### src/design/lbhp_pkg.sv
// Shared types, constants and the pixel weight function for the lane base histogram.
`timescale 1ns / 1ps

package lbhp_pkg;

  localparam int VALUE_W  = 8;
  localparam int COORD_W  = 9;
  localparam int PEAK_W   = 9;
  localparam int SUM_W    = 17;
  localparam int CFG_IDX_W  = 2;
  localparam int CFG_DATA_W = 10;

  localparam logic [SUM_W-1:0] SUM_MAX = {SUM_W{1'b1}};

  // Narrowest image width the split logic supports.
  localparam int MIN_WIDTH = 4;

  // Register indexes on the configuration port.
  localparam logic [CFG_IDX_W-1:0] CFG_IMAGE_WIDTH = 2'd0;
  localparam logic [CFG_IDX_W-1:0] CFG_BAND_FIRST  = 2'd1;
  localparam logic [CFG_IDX_W-1:0] CFG_BAND_COUNT  = 2'd2;

  // Reset values of the configuration registers.
  localparam logic [9:0] RST_IMAGE_WIDTH = 10'd320;
  localparam logic [8:0] RST_BAND_FIRST  = 9'd160;
  localparam logic [9:0] RST_BAND_COUNT  = 10'd79;

  typedef struct packed {
    logic [VALUE_W-1:0] pixel_value;
    logic [COORD_W-1:0] pixel_column;
    logic [COORD_W-1:0] pixel_row;
    logic               frame_end;
  } pixel_t;

  typedef struct packed {
    logic [PEAK_W-1:0] left_peak_column;
    logic [PEAK_W-1:0] right_peak_column;
  } peaks_t;

  // round(255 / v), ties to even; 0 for v == 0.
  function automatic logic [VALUE_W-1:0] weight_of(input logic [VALUE_W-1:0] v);
    logic [VALUE_W-1:0] w;
    if (v >= 8'd171)      w = 8'd1;
    else if (v >= 8'd102) w = 8'd2;
    else if (v >= 8'd73)  w = 8'd3;
    else if (v >= 8'd57)  w = 8'd4;
    else if (v >= 8'd47)  w = 8'd5;
    else if (v >= 8'd40)  w = 8'd6;
    else if (v >= 8'd35)  w = 8'd7;
    else if (v >= 8'd30)  w = 8'd8;
    else if (v >= 8'd27)  w = 8'd9;
    else if (v >= 8'd25)  w = 8'd10;
    else if (v >= 8'd23)  w = 8'd11;
    else if (v >= 8'd21)  w = 8'd12;
    else if (v >= 8'd19)  w = 8'd13;
    else begin
      case (v)
        8'd18:   w = 8'd14;
        8'd17:   w = 8'd15;
        8'd16:   w = 8'd16;
        8'd15:   w = 8'd17;
        8'd14:   w = 8'd18;
        8'd13:   w = 8'd20;
        8'd12:   w = 8'd21;
        8'd11:   w = 8'd23;
        8'd10:   w = 8'd26;
        8'd9:    w = 8'd28;
        8'd8:    w = 8'd32;
        8'd7:    w = 8'd36;
        8'd6:    w = 8'd42;
        8'd5:    w = 8'd51;
        8'd4:    w = 8'd64;
        8'd3:    w = 8'd85;
        8'd2:    w = 8'd128;
        8'd1:    w = 8'd255;
        default: w = 8'd0;
      endcase
    end
    return w;
  endfunction

endpackage

### src/design/lbhp_accum.sv
// Pixel path: band check, weight lookup and read-modify-write of the column sums.
`timescale 1ns / 1ps

module lbhp_accum
  import lbhp_pkg::*;
#(
  parameter int MAX_WIDTH  = 512,
  parameter int MAX_HEIGHT = 512
) (
  input  logic                             clk,
  input  logic                             rst_n,
  input  logic                             in_take,
  input  pixel_t                           in_word,
  input  logic [$clog2(MAX_WIDTH+1)-1:0]   eff_w,
  input  logic [8:0]                       band_first,
  input  logic [9:0]                       band_count,
  output logic                             rd_en,
  output logic [$clog2(MAX_WIDTH)-1:0]     rd_addr,
  input  logic [SUM_W-1:0]                 rd_data,
  output logic                             wr_en,
  output logic [$clog2(MAX_WIDTH)-1:0]     wr_addr,
  output logic [SUM_W-1:0]                 wr_data,
  output logic                             fe_pend
);

  localparam int ADDR_W = $clog2(MAX_WIDTH);
  localparam int W_W    = $clog2(MAX_WIDTH + 1);
  localparam int CMP_W  = (W_W > CFG_DATA_W) ? W_W : CFG_DATA_W;
  localparam int HW     = $clog2(MAX_HEIGHT + 1);
  localparam int RW     = (HW > 11) ? HW : 11;

  logic [CMP_W-1:0] col_ext;
  logic [RW-1:0]    row_ext, first_ext, end_ext;
  logic             hit;

  logic               s1_vld_r, s1_hit_r, s1_fe_r;
  logic [ADDR_W-1:0]  s1_addr_r;
  logic [VALUE_W-1:0] s1_wt_r;
  logic               fw_vld_r;
  logic [ADDR_W-1:0]  fw_addr_r;
  logic [SUM_W-1:0]   fw_data_r;

  logic [SUM_W-1:0] base;
  logic [SUM_W:0]   sum_wide;
  logic [SUM_W-1:0] sum_sat;

  always_comb begin
    col_ext   = CMP_W'(in_word.pixel_column);
    row_ext   = RW'(in_word.pixel_row);
    first_ext = RW'(band_first);
    end_ext   = first_ext + RW'(band_count);
    hit = (col_ext < CMP_W'(eff_w)) && (row_ext < RW'(MAX_HEIGHT)) &&
          (row_ext >= first_ext) && (row_ext < end_ext);
  end

  assign rd_en   = in_take && hit;
  assign rd_addr = col_ext[ADDR_W-1:0];

  // the word written at the edge of our read is not in rd_data yet
  always_comb begin
    base     = (fw_vld_r && (fw_addr_r == s1_addr_r)) ? fw_data_r : rd_data;
    sum_wide = {1'b0, base} + (SUM_W+1)'(s1_wt_r);
    sum_sat  = sum_wide[SUM_W] ? SUM_MAX : sum_wide[SUM_W-1:0];
  end

  assign wr_en   = s1_vld_r && s1_hit_r;
  assign wr_addr = s1_addr_r;
  assign wr_data = sum_sat;
  assign fe_pend = s1_vld_r && s1_fe_r;

  always_ff @(posedge clk) begin
    if (!rst_n) begin
      s1_vld_r <= 1'b0;
      fw_vld_r <= 1'b0;
    end else begin
      s1_vld_r <= in_take;
      fw_vld_r <= wr_en;
    end
    s1_hit_r  <= hit;
    s1_fe_r   <= in_word.frame_end;
    s1_addr_r <= col_ext[ADDR_W-1:0];
    s1_wt_r   <= weight_of(in_word.pixel_value);
    fw_addr_r <= s1_addr_r;
    fw_data_r <= sum_sat;
  end

endmodule

### config.mk
export PLATFORM = sky130hd
export DESIGN_NAME = lbhp_accum
export DESIGN_NICKNAME = d
export VERILOG_FILES = /design/src/design/lbhp_pkg.sv /design/src/design/lbhp_accum.sv
export SDC_FILE = /design/constraint.sdc
export NUM_CORES = 1
export LEC_CHECK = 0
export BUFFER_PORTS_ARGS = -buffer_cell sky130_fd_sc_hd__buf_2
export CAP_MARGIN = 20
export CORE_ASPECT_RATIO = 0.75
export CORE_MARGIN = 5
export CORE_UTILIZATION = 56
export DETAILED_ROUTE_END_ITERATION = 7
export GPL_TIMING_DRIVEN = 1
export PLACE_DENSITY = 0.85
export SLEW_MARGIN = 0
export SYNTH_ARGS = -nofsm -noshare
export SYNTH_HDL_FRONTEND = slang
export SYNTH_SLANG_ARGS = --single-unit
### constraint.sdc
create_clock -name clk -period 7.92 [get_ports clk]
set_input_delay 1.584 -clock clk [delete_from_list [all_inputs] [get_ports clk]]
set_output_delay 1.584 -clock clk [all_outputs]
set_load 0.005 [all_outputs]
== Yosys cells after proc, flatten, opt, wreduce, memory -nomap -nowiden ==
Memories as Yosys holds them, arrays and structs flattened.
Cells that the tools add are included.

* Register bits after elaboration: 47
* ROM bits: 256
* Output and inout bits: 38
* Logic and storage cells: 57
* Memories: 1

{| class="wikitable"
|+ Memory list
! name !! words !! bits a word !! read ports !! clocked after Yosys merged registers in !! wr ports !! line !! RTL
|-
| (no name shown) || 32 || 8 || 1 || 0 || 0 || lbhp_pkg.sv:57 || <nowiki>case (v)</nowiki>
|}

* Add/subtract/negate cells: 2
* $lt $le $gt $ge: 16
* Equal/unequal tests: 1
* Muxes and demuxes: 15
* Bitwise operators: 1
* Reduce and logical (&&, ||, !) cells: 10

{| class="wikitable"
|+ Operators with widths
! kind !! number
|-
| greater-or-equal comparator 8 x 5 -> 1 bit, second input constant || 6
|-
| two-way mux 17 bit || 2
|-
| greater-or-equal comparator 8 x 6 -> 1 bit, second input constant || 4
|-
| two-way mux 4 bit || 7
|-
| adder 17 x 8 -> 18 bit || 1
|-
| greater-or-equal comparator 8 x 7 -> 1 bit, second input constant || 2
|-
| OR reduction 14 bit || 1
|-
| two-way mux 3 bit || 4
|-
| adder 9 x 10 -> 11 bit || 1
|-
| < comparator 9 x 11 -> 1 bit || 1
|-
| < comparator 9 x 10 -> 1 bit || 1
|-
| == test 9 bit || 1
|-
| greater-or-equal comparator 9 bit || 1
|-
| greater-or-equal comparator 8 bit, second input constant || 1
|-
| OR reduction 7 bit || 1
|-
| logical AND 1 bit || 6
|-
| two-way mux 2 bit || 2
|-
| logical NOT 3 bit || 1
|-
| OR reduction 3 bit || 1
|-
| NOT 1 bit || 1
|}

== Longest topological paths before layout ==
* Word-level depth: 14
* Gate-level depth with buffers: 16
* Depth with buffers taken out: 14

== Worst setup path before layout ==
Ideal clock, no wire load.

* Kind: input to output
* Start: input band_first[0]
* End: output rd_en
* Arrival time: 4.106 ns
* Data required time: 6.336 ns
* Slack: 2.230 ns
* Stages on the path: 12
* Cell sequence: ha_1 fa_1 a21o_1 a21oi_2 o21bai_1 a21oi_1 xor2_1 ha_1 a21o_1 a2111oi_0 a2111oi_2 nor3_1

* Longest elaborated chain between the ends: 4
* Elaborated cells on any way between the ends: 6
* Classes of those cells: add/sub: 1; order compare: 2; reduce/logical: 3

{| class="wikitable"
|+ Ends and longest elaborated chain
! what !! line !! RTL
|-
| start: declaration || lbhp_accum.sv:15 || <nowiki>input logic [8:0] band_first,</nowiki>
|-
| adder 9 x 10 -> 11 bit / greater-or-equal comparator 9 bit (equally long branches) || lbhp_accum.sv:51, lbhp_accum.sv:53 ||
|-
| < comparator 9 x 11 -> 1 bit / logical AND 1 bit (equally long branches) || lbhp_accum.sv:53, lbhp_accum.sv:52 ||
|-
| logical AND 1 bit * || lbhp_accum.sv:53 || <nowiki>(row_ext >= first_ext) && (row_ext < end_ext);</nowiki>
|-
| logical AND 1 bit * || lbhp_accum.sv:56 || <nowiki>assign rd_en = in_take && hit;</nowiki>
|-
| end: declaration || lbhp_accum.sv:17 || <nowiki>output logic rd_en,</nowiki>
|}

Every way passes the cells marked *; elsewhere a longest branch is shown, timed or not.

== Worst setup path after layout ==
* Start: input band_first[1]
* End: output rd_en

The elaborated chain is that of the path after synthesis.

==> run metrics <==
worst vdd ir=0.103 mV; Mapped Cells=431; Clock Sinks=47; setup repair bufs after CTS=0; max_slew headroom=45.8%; largest area contributor in the netlist=dfxtp_1; cts bufs inserted=5; Ant. Diodes=0; share of cells above drive strength 1=26.3%; number of remaining DRC errors=0; synthesized cell area=3670 um2; fillers=531; crit path max fanout=3; Slew Viols, Final=0; number of routed nets with antenna violations=0; DR iter-0 viols=97; worst skew pair latency=0.30 ns; Setup Viol. Count Final=0; Hold Slack=0.384 ns; register area share after synthesis=25.6%; actual transition at the worst max-transition pin=0.807 ns; status=finished, final reports clean; Site Rows=25; Main synth FF type=dfxtp_1; vias post-DR=3403; flops & latches, synth=47; Startpoint Class=input pin; CTS tree=done; asr flop ratio synth=0%; Avg Synthesized Cell Area=8.51 um2; P_leak=0.00217 uW; Worst Hold Class=register to register; I/O Buffers=113; final setup TNS=0 ns; Synth cell types=60; vias in the first global route=3328; Post-synth EDFFs=0; Min Clock Period, post-route=6.23 ns; first-pass GRT wire length=14400 um; nets=655; gr ovfl total=0; largest net degree at the start of global routing=37; initial antenna violation count=0; P&R area growth vs syn=18.3%; Total GRT Usage=21.2%; I/O Pins=114; crit path kind=input pin to primary output; DR pass1 iterations=4; Clk pin slew, worst setup/hold paths=0.09 ns; Clock Tree Root=clkbuf_8; pwr/cell area=144 nW/um2; Die W=103 um; post-synth net total=558; Clock Path Buffers=2; power after layout=624 uW; initial core utilization=57.8%; core box area=6350 um2; Yosys warning total=0; Detail Placement HPWL=7170 um; Synth top area share=25.6%; CP Capture Type=primary output; final hold violation count=0; post_cts resized=0; final worst-path cycle share=78.6%; Synth area leaders=dfxtp_1 26%, ha_1 17%, xnor2_1 4.3%; Routed wire per std cell=14.3 um; Layout Utilization=68.3%; Max-cap violations=0; CTS Hold Bufs=0; routability cong.=0.895; commonest cells in the netlist=49 x ha_1, 47 x dfxtp_1, 33 x nor2_1; die height=80.1 um; clock skew=0.00861 ns; worst path required time=6.34 ns; Max Clock Freq=161 MHz; most instantiated library cell after synthesis=ha_1; final wirelength=8710 um; H-tree levels=2; RSZ-0062 raised after global routing=no; Worst Path Arrival=4.64 ns; Avg Vias per Cell=5.58; Die Area=8290 um2
## power breakdown
part           internal [uW]  switching [uW]
clock network           95.7            83.7
logic                   86.7            95.5
registers                254            8.78
## final cells by class
type	count	area (um2)	share of cell area (%)
multi-input combinational	330	2490	57.5
sequential	47	941	21.7
timing repair buffer	114	573	13.2
inverter	30	113	2.60
tap	81	101	2.34
clock buffer	5	68.8	1.59
clock inverter	3	47.5	1.10
## metal layers
metal | up-vias | part of all wire, % | global-route usage (%)
met4 | 0 | 0.73 | 4.14
met3 | 9 | 5.6 | 3.47
met2 | 104 | 48 | 36.9
met1 | 1563 | 45 | 27.6
met5 | - | 0 | 0
li1 | 1727 | - | -
## cell usage in the layout, fill, tap and decap left out, types with 12 or more instances in the layout
| cell type | netlist | routed |
|---|---|---|
| dfxtp_1 | 47 | 47 |
| o21ai_0 | 17 | 17 |
| xnor2_1 | 18 | 18 |
| and3_1 | 12 | 12 |
| ha_1 | 49 | 49 |
| inv_1 | 27 | 27 |
| a21o_1 | 12 | 12 |
| buf_2 | 2 | 113 |
| nand2_1 | 28 | 28 |
| nor2_1 | 33 | 33 |
| a21oi_1 | 23 | 23 |
| mux2i_1 | 12 | 12 |
## cells by family (layout without fill, tap and decap cells)
family | count (synthesis) | count (layout) | synth area share [%]
buf+inv | 54 | 152 | 6.51
compound gates | 103 | 103 | 18.6
fa+ha+maj | 51 | 51 | 17.8
simple gates | 124 | 124 | 17.2
mux | 25 | 25 | 7.88
xor+xnor | 27 | 27 | 6.45
flops | 47 | 47 | 25.6
## worst max-delay path: stages
cell	delay, ns
buf_2	0.12
ha_1	0.29
a21o_1	0.16
a21oi_1	0.20
nor2b_1	0.08
nor4_1	0.39
nor2_1	0.08
nor2_1	0.13
xor2_1	0.17
ha_1	0.26
nand4_1	0.10
a211oi_1	0.05
a2111oi_0	0.56
a2111oi_2	0.13
nor3_1	0.20
buf_2	0.14
## per-stage QoR
| step | instances | cell area (um2) | setup slack [ns] |
|---|---|---|---|
| detailed placement | 602 | 4220 | 1.71 |
| floorplan | 431 | 3670 | 2.23 |
| finish | 610 | 4340 | 1.69 |
| global placement | 602 | 4220 | 1.84 |
| global route | 610 | 4340 | 1.44 |
| CTS | 610 | 4340 | 1.70 |
## registers in the layout (all words and copies together), names as in the netlist
| signal | count |
|---|---|
| s1_wt_r | 8 |
| s1_hit_r | 1 |
| s1_vld_r | 1 |
| wr_addr | 9 |
| fw_data_r | 17 |
| s1_fe_r | 1 |
| fw_addr_r | 9 |
| fw_vld_r | 1 |
## worst paths after layout
| kind | from | slack, ns | depth (start not counted) | end |
|---|---|---|---|---|
| max | band_first[1] | 1.69 | 16 | rd_en |
| min | wr_addr[2] | 0.38 | 0 | fw_addr_r[2] |
| max reg2reg | wr_addr[5] | 3.90 | 13 | fw_data_r[4] |
| min reg2reg | wr_addr[2] | 0.38 | 0 | fw_addr_r[2] |
(Power assumes the default switching activity.)
