## src/design/lbhp_pkg.sv

```systemverilog
// Shared types, constants and the pixel weight function for the lane base histogram.
`timescale 1ns / 1ps

package lbhp_pkg;

  localparam int VALUE_W  = 8;
  localparam int COORD_W  = 9;
  localparam int PEAK_W   = 9;
  localparam int SUM_W    = 17;
  localparam int CFG_IDX_W  = 2;
  localparam int CFG_DATA_W = 10;

  localparam logic [SUM_W-1:0] SUM_MAX = {SUM_W{1'b1}};

  // Narrowest image width the split logic supports.
  localparam int MIN_WIDTH = 4;

  // Register indexes on the configuration port.
  localparam logic [CFG_IDX_W-1:0] CFG_IMAGE_WIDTH = 2'd0;
  localparam logic [CFG_IDX_W-1:0] CFG_BAND_FIRST  = 2'd1;
  localparam logic [CFG_IDX_W-1:0] CFG_BAND_COUNT  = 2'd2;

  // Reset values of the configuration registers.
  localparam logic [9:0] RST_IMAGE_WIDTH = 10'd320;
  localparam logic [8:0] RST_BAND_FIRST  = 9'd160;
  localparam logic [9:0] RST_BAND_COUNT  = 10'd79;

  typedef struct packed {
    logic [VALUE_W-1:0] pixel_value;
    logic [COORD_W-1:0] pixel_column;
    logic [COORD_W-1:0] pixel_row;
    logic               frame_end;
  } pixel_t;

  typedef struct packed {
    logic [PEAK_W-1:0] left_peak_column;
    logic [PEAK_W-1:0] right_peak_column;
  } peaks_t;

  // round(255 / v), ties to even; 0 for v == 0.
  function automatic logic [VALUE_W-1:0] weight_of(input logic [VALUE_W-1:0] v);
    logic [VALUE_W-1:0] w;
    if (v >= 8'd171)      w = 8'd1;
    else if (v >= 8'd102) w = 8'd2;
    else if (v >= 8'd73)  w = 8'd3;
    else if (v >= 8'd57)  w = 8'd4;
    else if (v >= 8'd47)  w = 8'd5;
    else if (v >= 8'd40)  w = 8'd6;
    else if (v >= 8'd35)  w = 8'd7;
    else if (v >= 8'd30)  w = 8'd8;
    else if (v >= 8'd27)  w = 8'd9;
    else if (v >= 8'd25)  w = 8'd10;
    else if (v >= 8'd23)  w = 8'd11;
    else if (v >= 8'd21)  w = 8'd12;
    else if (v >= 8'd19)  w = 8'd13;
    else begin
      case (v)
        8'd18:   w = 8'd14;
        8'd17:   w = 8'd15;
        8'd16:   w = 8'd16;
        8'd15:   w = 8'd17;
        8'd14:   w = 8'd18;
        8'd13:   w = 8'd20;
        8'd12:   w = 8'd21;
        8'd11:   w = 8'd23;
        8'd10:   w = 8'd26;
        8'd9:    w = 8'd28;
        8'd8:    w = 8'd32;
        8'd7:    w = 8'd36;
        8'd6:    w = 8'd42;
        8'd5:    w = 8'd51;
        8'd4:    w = 8'd64;
        8'd3:    w = 8'd85;
        8'd2:    w = 8'd128;
        8'd1:    w = 8'd255;
        default: w = 8'd0;
      endcase
    end
    return w;
  endfunction

endpackage

```

## src/design/lbhp_scan.sv

```systemverilog
// Sweep sequencer: peak search per half and clearing of the column sums.
`timescale 1ns / 1ps

module lbhp_scan
  import lbhp_pkg::*;
#(
  parameter int MAX_WIDTH = 512
) (
  input  logic                           clk,
  input  logic                           rst_n,
  input  logic                           start,
  input  logic [$clog2(MAX_WIDTH+1)-1:0] eff_w,
  output logic                           rd_en,
  output logic [$clog2(MAX_WIDTH)-1:0]   rd_addr,
  input  logic [SUM_W-1:0]               rd_data,
  output logic                           wr_en,
  output logic [$clog2(MAX_WIDTH)-1:0]   wr_addr,
  output logic [SUM_W-1:0]               wr_data,
  output logic                           busy,
  output logic                           out_valid,
  input  logic                           out_ready,
  output peaks_t                         out_data
);

  localparam int ADDR_W = $clog2(MAX_WIDTH);
  localparam int W_W    = $clog2(MAX_WIDTH + 1);
  localparam int PK_W   = (ADDR_W > PEAK_W) ? ADDR_W : PEAK_W;
  localparam logic [ADDR_W-1:0] LAST = ADDR_W'(MAX_WIDTH - 1);

  typedef enum logic [1:0] {SC_IDLE, SC_RUN, SC_DRAIN, SC_OUT} sc_state_t;

  sc_state_t         state_r;
  logic [ADDR_W-1:0] cnt_r;
  logic              emit_r;
  logic              d_vld_r;
  logic [ADDR_W-1:0] d_addr_r;
  logic [ADDR_W-1:0] best_l_r, best_r_r;
  logic [SUM_W-1:0]  max_l_r, max_r_r;
  logic              out_valid_r;
  peaks_t            out_data_r;

  logic [W_W-1:0]  half, d_ext;
  logic            take_l, take_r;
  logic [PK_W-1:0] pk_l, pk_r;

  always_comb begin
    half   = eff_w >> 1;
    d_ext  = W_W'(d_addr_r);
    take_l = d_vld_r && (d_ext < half) &&
             ((d_addr_r == '0) || (rd_data > max_l_r));
    take_r = d_vld_r && (d_ext > half) && (d_ext < eff_w) &&
             ((d_ext == half + W_W'(1)) || (rd_data > max_r_r));
    pk_l   = PK_W'(best_l_r);
    pk_r   = PK_W'(best_r_r);
  end

  assign rd_en     = (state_r == SC_RUN);
  assign rd_addr   = cnt_r;
  assign wr_en     = d_vld_r;
  assign wr_addr   = d_addr_r;
  assign wr_data   = '0;
  assign busy      = (state_r != SC_IDLE);
  assign out_valid = out_valid_r;
  assign out_data  = out_data_r;

  always_ff @(posedge clk) begin
    if (!rst_n) begin
      // reset runs a silent sweep that zeroes the whole memory
      state_r     <= SC_RUN;
      cnt_r       <= '0;
      emit_r      <= 1'b0;
      d_vld_r     <= 1'b0;
      out_valid_r <= 1'b0;
    end else begin
      d_vld_r <= (state_r == SC_RUN);
      // in SC_OUT the load below decides valid
      if (out_valid_r && out_ready && (state_r != SC_OUT)) begin
        out_valid_r <= 1'b0;
      end
      case (state_r)
        SC_IDLE: begin
          if (start) begin
            state_r <= SC_RUN;
            cnt_r   <= '0;
            emit_r  <= 1'b1;
          end
        end
        SC_RUN: begin
          cnt_r <= cnt_r + ADDR_W'(1);
          if (cnt_r == LAST) begin
            state_r <= SC_DRAIN;
          end
        end
        SC_DRAIN: begin
          state_r <= emit_r ? SC_OUT : SC_IDLE;
        end
        SC_OUT: begin
          if (!out_valid_r || out_ready) begin
            out_valid_r                  <= 1'b1;
            out_data_r.left_peak_column  <= pk_l[PEAK_W-1:0];
            out_data_r.right_peak_column <= pk_r[PEAK_W-1:0];
            state_r                      <= SC_IDLE;
          end
        end
        default: begin
          state_r <= SC_IDLE;
        end
      endcase
    end
    d_addr_r <= cnt_r;
    if (take_l) begin
      best_l_r <= d_addr_r;
      max_l_r  <= rd_data;
    end
    if (take_r) begin
      best_r_r <= d_addr_r;
      max_r_r  <= rd_data;
    end
  end

endmodule

```

## config.mk

```make
export PLATFORM = sky130hd
export DESIGN_NAME = lbhp_scan
export DESIGN_NICKNAME = d
export VERILOG_FILES = /design/src/design/lbhp_pkg.sv /design/src/design/lbhp_scan.sv
export SDC_FILE = /design/constraint.sdc
export NUM_CORES = 1
export LEC_CHECK = 0
export BUFFER_PORTS_ARGS = -buffer_cell sky130_fd_sc_hd__buf_4
export CAP_MARGIN = 15
export CORE_UTILIZATION = 50
export DETAILED_ROUTE_END_ITERATION = 10
export PLACE_DENSITY_LB_ADDON = 0.12
export SYNTH_ARGS = -nofsm -noshare
export SYNTH_HDL_FRONTEND = slang
export SYNTH_SLANG_ARGS = --single-unit
```

## constraint.sdc

```tcl
create_clock -name clk -period 3.78 [get_ports clk]
set_input_delay 0 -clock clk [delete_from_list [all_inputs] [get_ports clk]]
set_output_delay 0 -clock clk [all_outputs]
set_load 0.01 [all_outputs]
```

Yosys cells after proc, flatten, opt, wreduce, memory -nomap -nowiden
Cells that the tools add are included.
W data, S select, Z words.
{"block": "word_totals", "in_bits": 31, "register_bits": 93}
{"block": "op_classes", "eq_ne": 9, "magnitude_cmp": 5, "mux": 10, "n_reduce_logical": 19, "addsub": 2}
{"cell": "$gt A17 B17 Y1", "n": 2}
{"cell": "$pmux W9 S2", "n": 1}
{"cell": "$add A9 B1 Y10 const B", "n": 1}
{"cell": "$eq A9 B10 Y1", "n": 1}
{"cell": "$lt A9 B10 Y1", "n": 1}
{"cell": "$add A9 B1 Y9 const B", "n": 1}
{"cell": "$eq A9 B9 Y1 const B", "n": 1}
{"cell": "$gt A9 B9 Y1", "n": 1}
{"cell": "$logic_not A9 Y1", "n": 1}
{"cell": "$lt A9 B9 Y1", "n": 1}
{"cell": "$mux W9", "n": 1}
{"cell": "$mux W2", "n": 4}
{"cell": "$pmux W2 S4", "n": 1}
{"cell": "$logic_and A1 B1 Y1", "n": 7}
{"cell": "$ne A2 B2 Y1 const B", "n": 3}
{"cell": "$reduce_and A3 Y1", "n": 2}
{"cell": "$eq A2 B2 Y1 const B", "n": 2}
{"cell": "$reduce_and A2 Y1", "n": 2}
{"cell": "$reduce_bool A2 Y1", "n": 2}
{"cell": "$logic_or A1 B1 Y1", "n": 3}
{"cell": "$mux W1", "n": 3}
{"cell": "$eq A2 B1 Y1 const B", "n": 1}
{"cell": "$logic_not A2 Y1", "n": 1}
{"cell": "$ne A2 B1 Y1 const B", "n": 1}
{"cell": "$logic_not A1 Y1", "n": 1}

Longest topological paths before layout
Gate-level depths: netlist of the first run.
{"block": "depth", "ltp_word": 5, "depth_mapped": 8, "ltp_nobuf": 8}

Worst setup path after synthesis of the first run
Ideal clock, no wire load.
{"block": "synth_timing", "path_type": "register -> register", "startpoint": "reg d_addr_r[2] (netlist: wr_addr[2])", "endpoint": "reg best_r_r[0] (enable)", "arrival_time_ps": 3482, "synth_period_minus_slack_ps": 3939, "setup_ps": 457, "required_time_ps": 3323, "path_slack_ps": -159, "n_path_buf": 0, "path_stages_with_launch": 7, "cell_sequence": "dfxtp_1 -> ha_1 -> a21oi_1 -> a21boi_1 -> a2111oi_0 -> o21ai_0 -> a311oi_1"}
{"block": "synth_via", "elab_chain_len": 4}
{"item": "start: declaration", "line": "lbhp_scan.sv:36", "text": "logic [ADDR_W-1:0] d_addr_r;"}
{"item": "start signal: assignment", "line": "lbhp_scan.sv:110", "text": "d_addr_r <= cnt_r;"}
{"item": "$gt A9 B9 Y1", "line": "lbhp_scan.sv:51", "text": "take_r = d_vld_r && (d_ext > half) && (d_ext < eff_w) &&"}
{"item": "$logic_and A1 B1 Y1 (2 in a row)", "line": "lbhp_scan.sv:51"}
{"item": "$logic_and A1 B1 Y1 (*)", "line": "lbhp_scan.sv:51"}
{"item": "via take_r", "line": "lbhp_scan.sv:43", "text": "logic take_l, take_r;"}
{"item": "end signal: assignment", "line": "lbhp_scan.sv:116", "text": "best_r_r <= d_addr_r;"}
{"item": "end: declaration", "line": "lbhp_scan.sv:37", "text": "logic [ADDR_W-1:0] best_l_r, best_r_r;"}
Mark *: on every way through the listed nets, which the timed path passes. The rest lies on a longest branch.
A chain may end at the register's enable or synchronous reset.

Worst setup path in the final report of the first run
{"block": "layout_timing", "startpoint": "reg d_addr_r[2] (netlist: wr_addr[2])", "endpoint": "reg best_r_r[5] (enable)"}
Same word-level chain as after synthesis.

==> results by group, run 1 <==
Global routing
  – Total track usage: 20.0%
  – Vias in the first global route: 3,094
  – First-pass GRT wire length: 14.9 mm
  – GR Overflow Total: 0
  – Initial antenna violation count: 0
  – Largest net degree at the start of global routing: 24

Power and ir drop
  – Total power: 2.02 mW
  – Switch share: 23.7%
  – Reg power frac: 56.8%
  – Combinational share of power: 11.1%
  – Cell-internal power: 1.54 mW
  – LEAKAGE: 2.45 nW
  – Sw power: 0.480 mW
  – Pwr Density: 360 nW/µm²
  – Clk network pwr share: 32.1%
  – Peak VDD IR: 162 µV

Final layout
  – Area growth, synth to finish: 22.2%
  – Most common cell after layout, fill and taps aside: buf_4
  – Layout cells sized above 1: 19.4%
  – Fill count: 729
  – Finished Cell Area: 5620 µm²
  – Nets: 580
  – Commonest cells after routing, fill and taps aside: 74 x buf_4, 70 x edfxtp_1, 54 x ha_1
  – Fin util: 63.9%
  – Ant diodes: 0

Job
  – Maxcap violations: 0

Die
  – Io pins: 88
  – Initial Utilization: 52.3%
  – Die Y: 97.9 µm
  – Row count: 34
  – CORE AREA: 8810 µm²
  – Die W: 97.9 µm
  – Die Area: 9590 µm²

Clock network
  – CTS H-tree depth: 3
  – Clock transition at path regs: 90 ps
  – Clk_lat worst skew: 350 ps
  – TritonCTS Buffers: 9
  – CTS Sinks: 93
  – CTS tree: done
  – Root Buffer: clkbuf_8
  – CTS max path bufs: 2
  – Post-CTS sizing: 0

Critical path
  – WS Path Type: reg -> reg
  – CP endpoint kind: register
  – CP Data Required Time: 3790 ps
  – Critical Path Start Type: register
  – R2R setup slack: 1050 ps
  – Critical Path Fanout Max: 23
  – Crit path DAT: 2740 ps

Place
  – Place WS: 1050 ps
  – Post-DP HPWL: 6.71 mm
  – Cell Area, Placed: 5240 µm²
  – IO Port Bufs: 70
  – Routability cong.: 0.897

STA
  – Final Hold Fails: 0
  – Fin crit share: 72.1%
  – Layout Skew: 12.4 ps
  – Fmax: 367 MHz
  – Setup TNS: 0 ps
  – RSZ-0062 raised after global routing: false
  – Fin crit period: 2730 ps
  – Final worst setup slack: 1050 ps
  – Setup violators final: 0
  – Final Slew Violations: 0

Status
  – Failing checks: DRC
  – Status: complete, but fails checks

Yosys
  – Synth unique cells: 46
  – Seq/Total Area, Yosys: 55.7%
  – Post-synth EDFFs: 70
  – Mapped cell area: 4600 µm²
  – Mapped Cells: 394
  – Synthesized area per cell: 11.7 µm²
  – Top_reg_cell synth: edfxtp_1
  – Asr flop ratio synth: 0%
  – Flops & latches, synth: 93
  – Yosys warns: 0

Routing
  – Post-DR wirelength/cell: 14.8 µm
  – Final wirelength: 8.97 mm
  – Drt drc: 6
  – Drt via density: 5.19
  – Post-DRT Antenna Nets: 0
  – DR iter-0 viols: 149
  – Vias: 3,156
  – Initial DRT Pass Iterations: 8

Hold path
  – Path category of the worst min-delay check: in -> reg
state kept, by name, indices dropped and copies added (netlist names), 2 cells and up:
name      cells
wr_addr       9
best_l_r      9
max_l_r      17
max_r_r      17
out_data     18
rd_addr       9
state_r       2
best_r_r      9
per-layer routing:
metal	wire (µm)	global-route usage, %	vias up
li1	-	-	1594
met1	4130	26.7	1486
met2	4380	33.6	68
met3	363	2.72	8
met4	92	6.53	0
met5	0	0	-
cells in the mapped netlist, types with 2 or more instances:
library cell | n | area share, %
edfxtp_1 | 70 | 46
ha_1 | 54 | 15
inv_1 | 49 | 4.0
dfxtp_1 | 23 | 10
a21oi_1 | 21 | 2.3
nand2_1 | 21 | 1.7
buf_4 | 17 | 2.8
o21ai_0 | 16 | 1.7
nand4_1 | 15 | 2.0
nor2_1 | 15 | 1.2
nand3_1 | 14 | 1.5
xnor2_1 | 10 | 1.9
o21ai_1 | 7 | 0.76
and2_1 | 6 | 0.82
nor2b_1 | 5 | 0.68
a211oi_1 | 3 | 0.49
a21boi_0 | 3 | 0.49
a21boi_1 | 3 | 0.49
o211ai_1 | 3 | 0.49
xor2_1 | 3 | 0.57
a2111oi_0 | 2 | 0.38
a211o_1 | 2 | 0.38
a21o_1 | 2 | 0.33
and3_1 | 2 | 0.27
inv_2 | 2 | 0.16
nand2b_1 | 2 | 0.27
nor3_1 | 2 | 0.22
nor4_1 | 2 | 0.27
o21a_1 | 2 | 0.33
or3_1 | 2 | 0.27
critical path, cell delays in order, from the launching register on:
cell       delay (ps)
dfxtp_1           500
ha_1              310
a21oi_1           160
a21boi_1           80
a2111oi_0         330
o21ai_0           210
a311oi_4          420
buf_4             380
layout make-up:
| cell class | instances | area [µm²] | share of cell area [%] |
|---|---|---|---|
| clock inverter | 7 | 72.6 | 1.29 |
| inverter | 51 | 191 | 3.40 |
| timing repair buffer | 93 | 746 | 13.3 |
| clock buffer | 9 | 124 | 2.20 |
| sequential | 93 | 2560 | 45.6 |
| tap | 108 | 135 | 2.40 |
| multi-input combinational | 247 | 1790 | 31.9 |
logic make-up after synthesis:
| group | synth area share, % |
|---|---|
| xor gates and xnor gates | 2.47 |
| buffers and inverters | 7.12 |
| adders and majority gates | 14.7 |
| muxes | 0.218 |
| DFF | 55.7 |
| and+or+nand+nor | 10.6 |
| AOI/OAI and AO/OA | 9.16 |
| other | 0.0815 |
power by group through the flow:
stage / logic (mW) / clock network [mW] / registers [mW]
after floorplan: 0.130 / 0 / 1.17
after global placement: 0.204 / 0 / 1.17
after detailed placement: 0.211 / 0 / 1.17
after CTS: 0.227 / 0.668 / 1.15
after global routing: 0.255 / 0.710 / 1.15
final: 0.225 / 0.650 / 1.15
stage by stage:
step	hold WS, ps	instances
floorplan	98.9	410
global placement	208	573
detailed placement	210	573
CTS	20.3	608
global route	54.3	608
finish	35.4	608
worst paths after layout:
path | start | to | cells past startpoint
setup / recovery | wr_addr[2] | best_r_r[5] | 7
hold / removal | start | state_r[0] | 5
setup reg to reg | wr_addr[2] | best_r_r[5] | 7
hold reg to reg | rd_addr[8] | wr_addr[8] | 0
repair_timing:
item,in CTS,in global routing
setup endpoints to repair,0,0
setup buffers,0,0
hold buffers,19,0
endpoints found under the hold margin,48,0
(Power assumes the default switching activity.)
==> inputs of run 2 (changes only) <==
--- a/config.mk
+++ b/config.mk
@@ -5,6 +5,7 @@
 export SDC_FILE = /design/constraint.sdc
 export NUM_CORES = 1
 export LEC_CHECK = 0
+export ABC_AREA = 1
 export BUFFER_PORTS_ARGS = -buffer_cell sky130_fd_sc_hd__buf_4
 export CAP_MARGIN = 15
 export CORE_UTILIZATION = 50
==> constraint.sdc (replaced) <==
create_clock -name clk -period 2.3 [get_ports clk]
set_input_delay 0 -clock clk [delete_from_list [all_inputs] [get_ports clk]]
set_output_delay 0 -clock clk [all_outputs]
set_load 0.01 [all_outputs]
==> run 2 against run 1 <==
  * The run now ends clean
  * Synthesized cell count is 27% higher
  * Area after synthesis rose by 5.8%
  * Hold slack improved by 370 ps
  * Setup slack worse by 810 ps
  * Wire length up 4.9%
  * Via count rose by 12%
  * Die area grew 5.7%
  * Register-to-register slack got worse by 810 ps
  * Utilization down 0.098 points
  * Global-route usage decreased by 0.42 points
  * Largest cell class unchanged
==> results by group, run 2 <==
Final layout
  – Layout cells sized above 1: 17.6% (-1.8 points)
  – Commonest cells after routing, fill and taps aside: 110 x nand2_1, 90 x inv_1, 73 x buf_4
  – Max reg flops: 18 (unchanged)
  – Nets: 692 (+19%)
  – Most common cell after layout, fill and taps aside: nand2_1
  – Multi-input logic area: 1920 µm² (+6.9%)
  – Area growth, synth to finish: 22.2% (about the same)
  – Finished Cell Area: 5950 µm² (+5.8%)
  – Fill count: 792 (+8.6%)
  – Fin util: 63.8% (-0.098 points)
  – Sequential Area: 2560 µm² (unchanged)
  – Non-Filler Instances: 741 (+22%)
  – Ant diodes: 0 (unchanged)

Routing
  – DR iter-0 viols: 113 (-24%)
  – Drt via density: 4.78 (-8.0%)
  – Drt drc: 0 (-6)
  – Post-DR wirelength/cell: 12.7 µm (-14%)
  – Vias: 3,540 (+12%)
  – Final wirelength: 9.41 mm (+4.9%)
  – Post-DRT Antenna Nets: 0 (unchanged)
  – Initial DRT Pass Iterations: 4 (-4)

Job
  – Maxcap violations: 0 (unchanged)

Power and ir drop
  – Pwr Density: 753 nW/µm² (+110%)
  – LEAKAGE: 2.82 nW (+15%)
  – Total power: 4.48 mW (+120%)
  – Peak VDD IR: 628 µV (+290%)

Global routing
  – GR Overflow Total: 0 (unchanged)
  – Initial antenna violation count: 0 (unchanged)
  – Vias in the first global route: 3,331 (+7.7%)
  – First-pass GRT wire length: 15.2 mm (+2.1%)
  – Total track usage: 19.5% (-0.42 points)
  – Largest net degree at the start of global routing: 27 (+13%)

Die
  – Initial Utilization: 52.2% (-0.066 points)
  – Die W: 101 µm (+2.8%)
  – CORE AREA: 9330 µm² (+5.9%)
  – Io pins: 88 (unchanged)
  – Die Area: 10,100 µm² (+5.7%)
  – Die Y: 101 µm (+2.8%)
  – Row count: 35 (+2.9%)

Critical path
  – CP endpoint kind: register
  – WS Path Type: reg -> reg
  – Critical Path Fanout Max: 26 (+13%)
  – Crit path DAT: 2100 ps (-640 ps)
  – Critical Path Start Type: register
  – CP Data Required Time: 2340 ps (-1450 ps)

Clock network
  – Setup Fix Bufs, Post-CTS: 0 (unchanged)
  – Clk_lat worst skew: 350 ps (about the same)
  – CTS H-tree depth: 3 (unchanged)
  – CTS Sinks: 93 (unchanged)
  – Clock transition at path regs: 90 ps (about the same)
  – CTS max path bufs: 2 (unchanged)
  – Post-CTS sizing: 0 (unchanged)
  – CTS tree: done
  – TritonCTS Buffers: 9 (unchanged)
  – Root Buffer: clkbuf_8

Yosys
  – Cell with the most instances after synthesis: nand2_1
  – Yosys warns: 0 (unchanged)
  – Synth unique cells: 33 (-28%)
  – Post-synth top cells: 110 x nand2_1, 90 x inv_1, 70 x edfxtp_1
  – Mapped cell area: 4870 µm² (+5.8%)
  – Post-synth EDFFs: 70 (unchanged)
  – Seq/Total Area, Yosys: 52.6% (-3.0 points)
  – Mapped Cells: 502 (+27%)
  – Ranking of synthesized cells by area: edfxtp_1 43%, ha_1 14%, dfxtp_1 9.5%
  – Synth top area share: 43.2% (-2.5 points)
  – Synthesized area per cell: 9.70 µm² (-17%)
  – Asr flop ratio synth: 0% (unchanged)
  – Top_reg_cell synth: edfxtp_1
  – Flops & latches, synth: 93 (unchanged)
  – Biggest area consumer among synthesized cells: edfxtp_1

Place
  – Place WS: 261 ps (-791 ps)
  – Cell Area, Placed: 5570 µm² (+6.4%)
  – Total placed cells including tap cells: 705 (+23%)
  – Routability cong.: 0.893 (-0.53%)
  – IO Port Bufs: 70 (unchanged)
  – Post-DP HPWL: 7.20 mm (+7.3%)

STA
  – Final Hold Fails: 0 (unchanged)
  – Final Slew Violations: 0 (unchanged)
  – Setup TNS: 0 ps (unchanged)
  – Fmax: 487 MHz (+33%)
  – RSZ-0062 raised after global routing: false
  – Layout Skew: 15.0 ps (+2.59 ps)
  – Hold WS: 402 ps (+367 ps)
  – Final worst setup slack: 245 ps (-810 ps)
  – Setup violators final: 0 (unchanged)
  – Fin crit share: 89.4% (+17 points)
  – Fin crit period: 2060 ps (-670 ps)

Status
  – Status: completed

Hold path
  – Path category of the worst min-delay check: in -> reg
run 2: cell types whose count changed after synthesis, moves of 7 or more:
cell	previous run	this run
inv_1	49	90
o21ai_0	16	7
nand3_1	14	21
nand2_1	21	110
nor2_1	15	37
xnor2_1	10	1
nand4_1	15	8
run 2: per-layer routing:
metal  global-route usage (%)  wire [µm]
met2                     33.1       4530
met1                     25.0       4260
met3                     4.85        528
met5                        0          0
met4                     5.35         84
run 2: cell families (layout without fill, tap and decap cells):
group	count (synthesis)	count (layout)	synth area share, %
adder cells (fa/ha/maj)	54	54	13.9
flip-flops	93	93	52.6
buffers and inverters	109	203	9.71
other	1	17	0.0770
XOR/XNOR	3	3	0.540
AO/OA/AOI/OAI	45	45	5.45
AND/OR/NAND/NOR	197	197	17.7
run 2: timing repair:
action / CTS / global route
hold endpoints to repair: 40 / 0
endpoints found under the setup margin: 0 / 0
hold buffers: 20 / 0
run 2: worst paths after layout:
path                                  from     endpoint  slack, ps  depth (start not counted)
worst max-delay path            wr_addr[5]  best_r_r[6]        240                         11
worst min-delay path            rd_data[8]   max_l_r[8]        400                          2
worst max register to register  wr_addr[5]  best_r_r[6]        240                         11
worst min register to register  rd_addr[3]   wr_addr[3]        410                          0
run 2: final cells by class:
type | count | area share, %
clock buffers | 10 | 2.15
clock inverters | 6 | 0.778
inverters | 92 | 5.81
multi-input cells | 316 | 32.2
flip-flops and latches | 93 | 43.1
well taps | 129 | 2.71
repair buffers | 95 | 13.3
run 2: worst max-delay path, stage by stage, from the launching register on:
cell and delay (ps):
dfxtp_1 490, ha_1 310, nand2_1 100, inv_1 50, nand2_1 60, nand2_1 50
nand2_1 60, nand2_1 50, nor2_1 80, nand4_1 120, a21oi_4 170, buf_12 210
run 2: power by group:
group	switching (mW)	total (mW)	internal [mW]	leakage (nW)
Combinational	0.740	1.24	0.498	1.88
Sequential	0.127	2.26	2.13	0.845
Clock	0.577	0.983	0.405	0.0890
Total	1.44	4.48	3.04	2.82
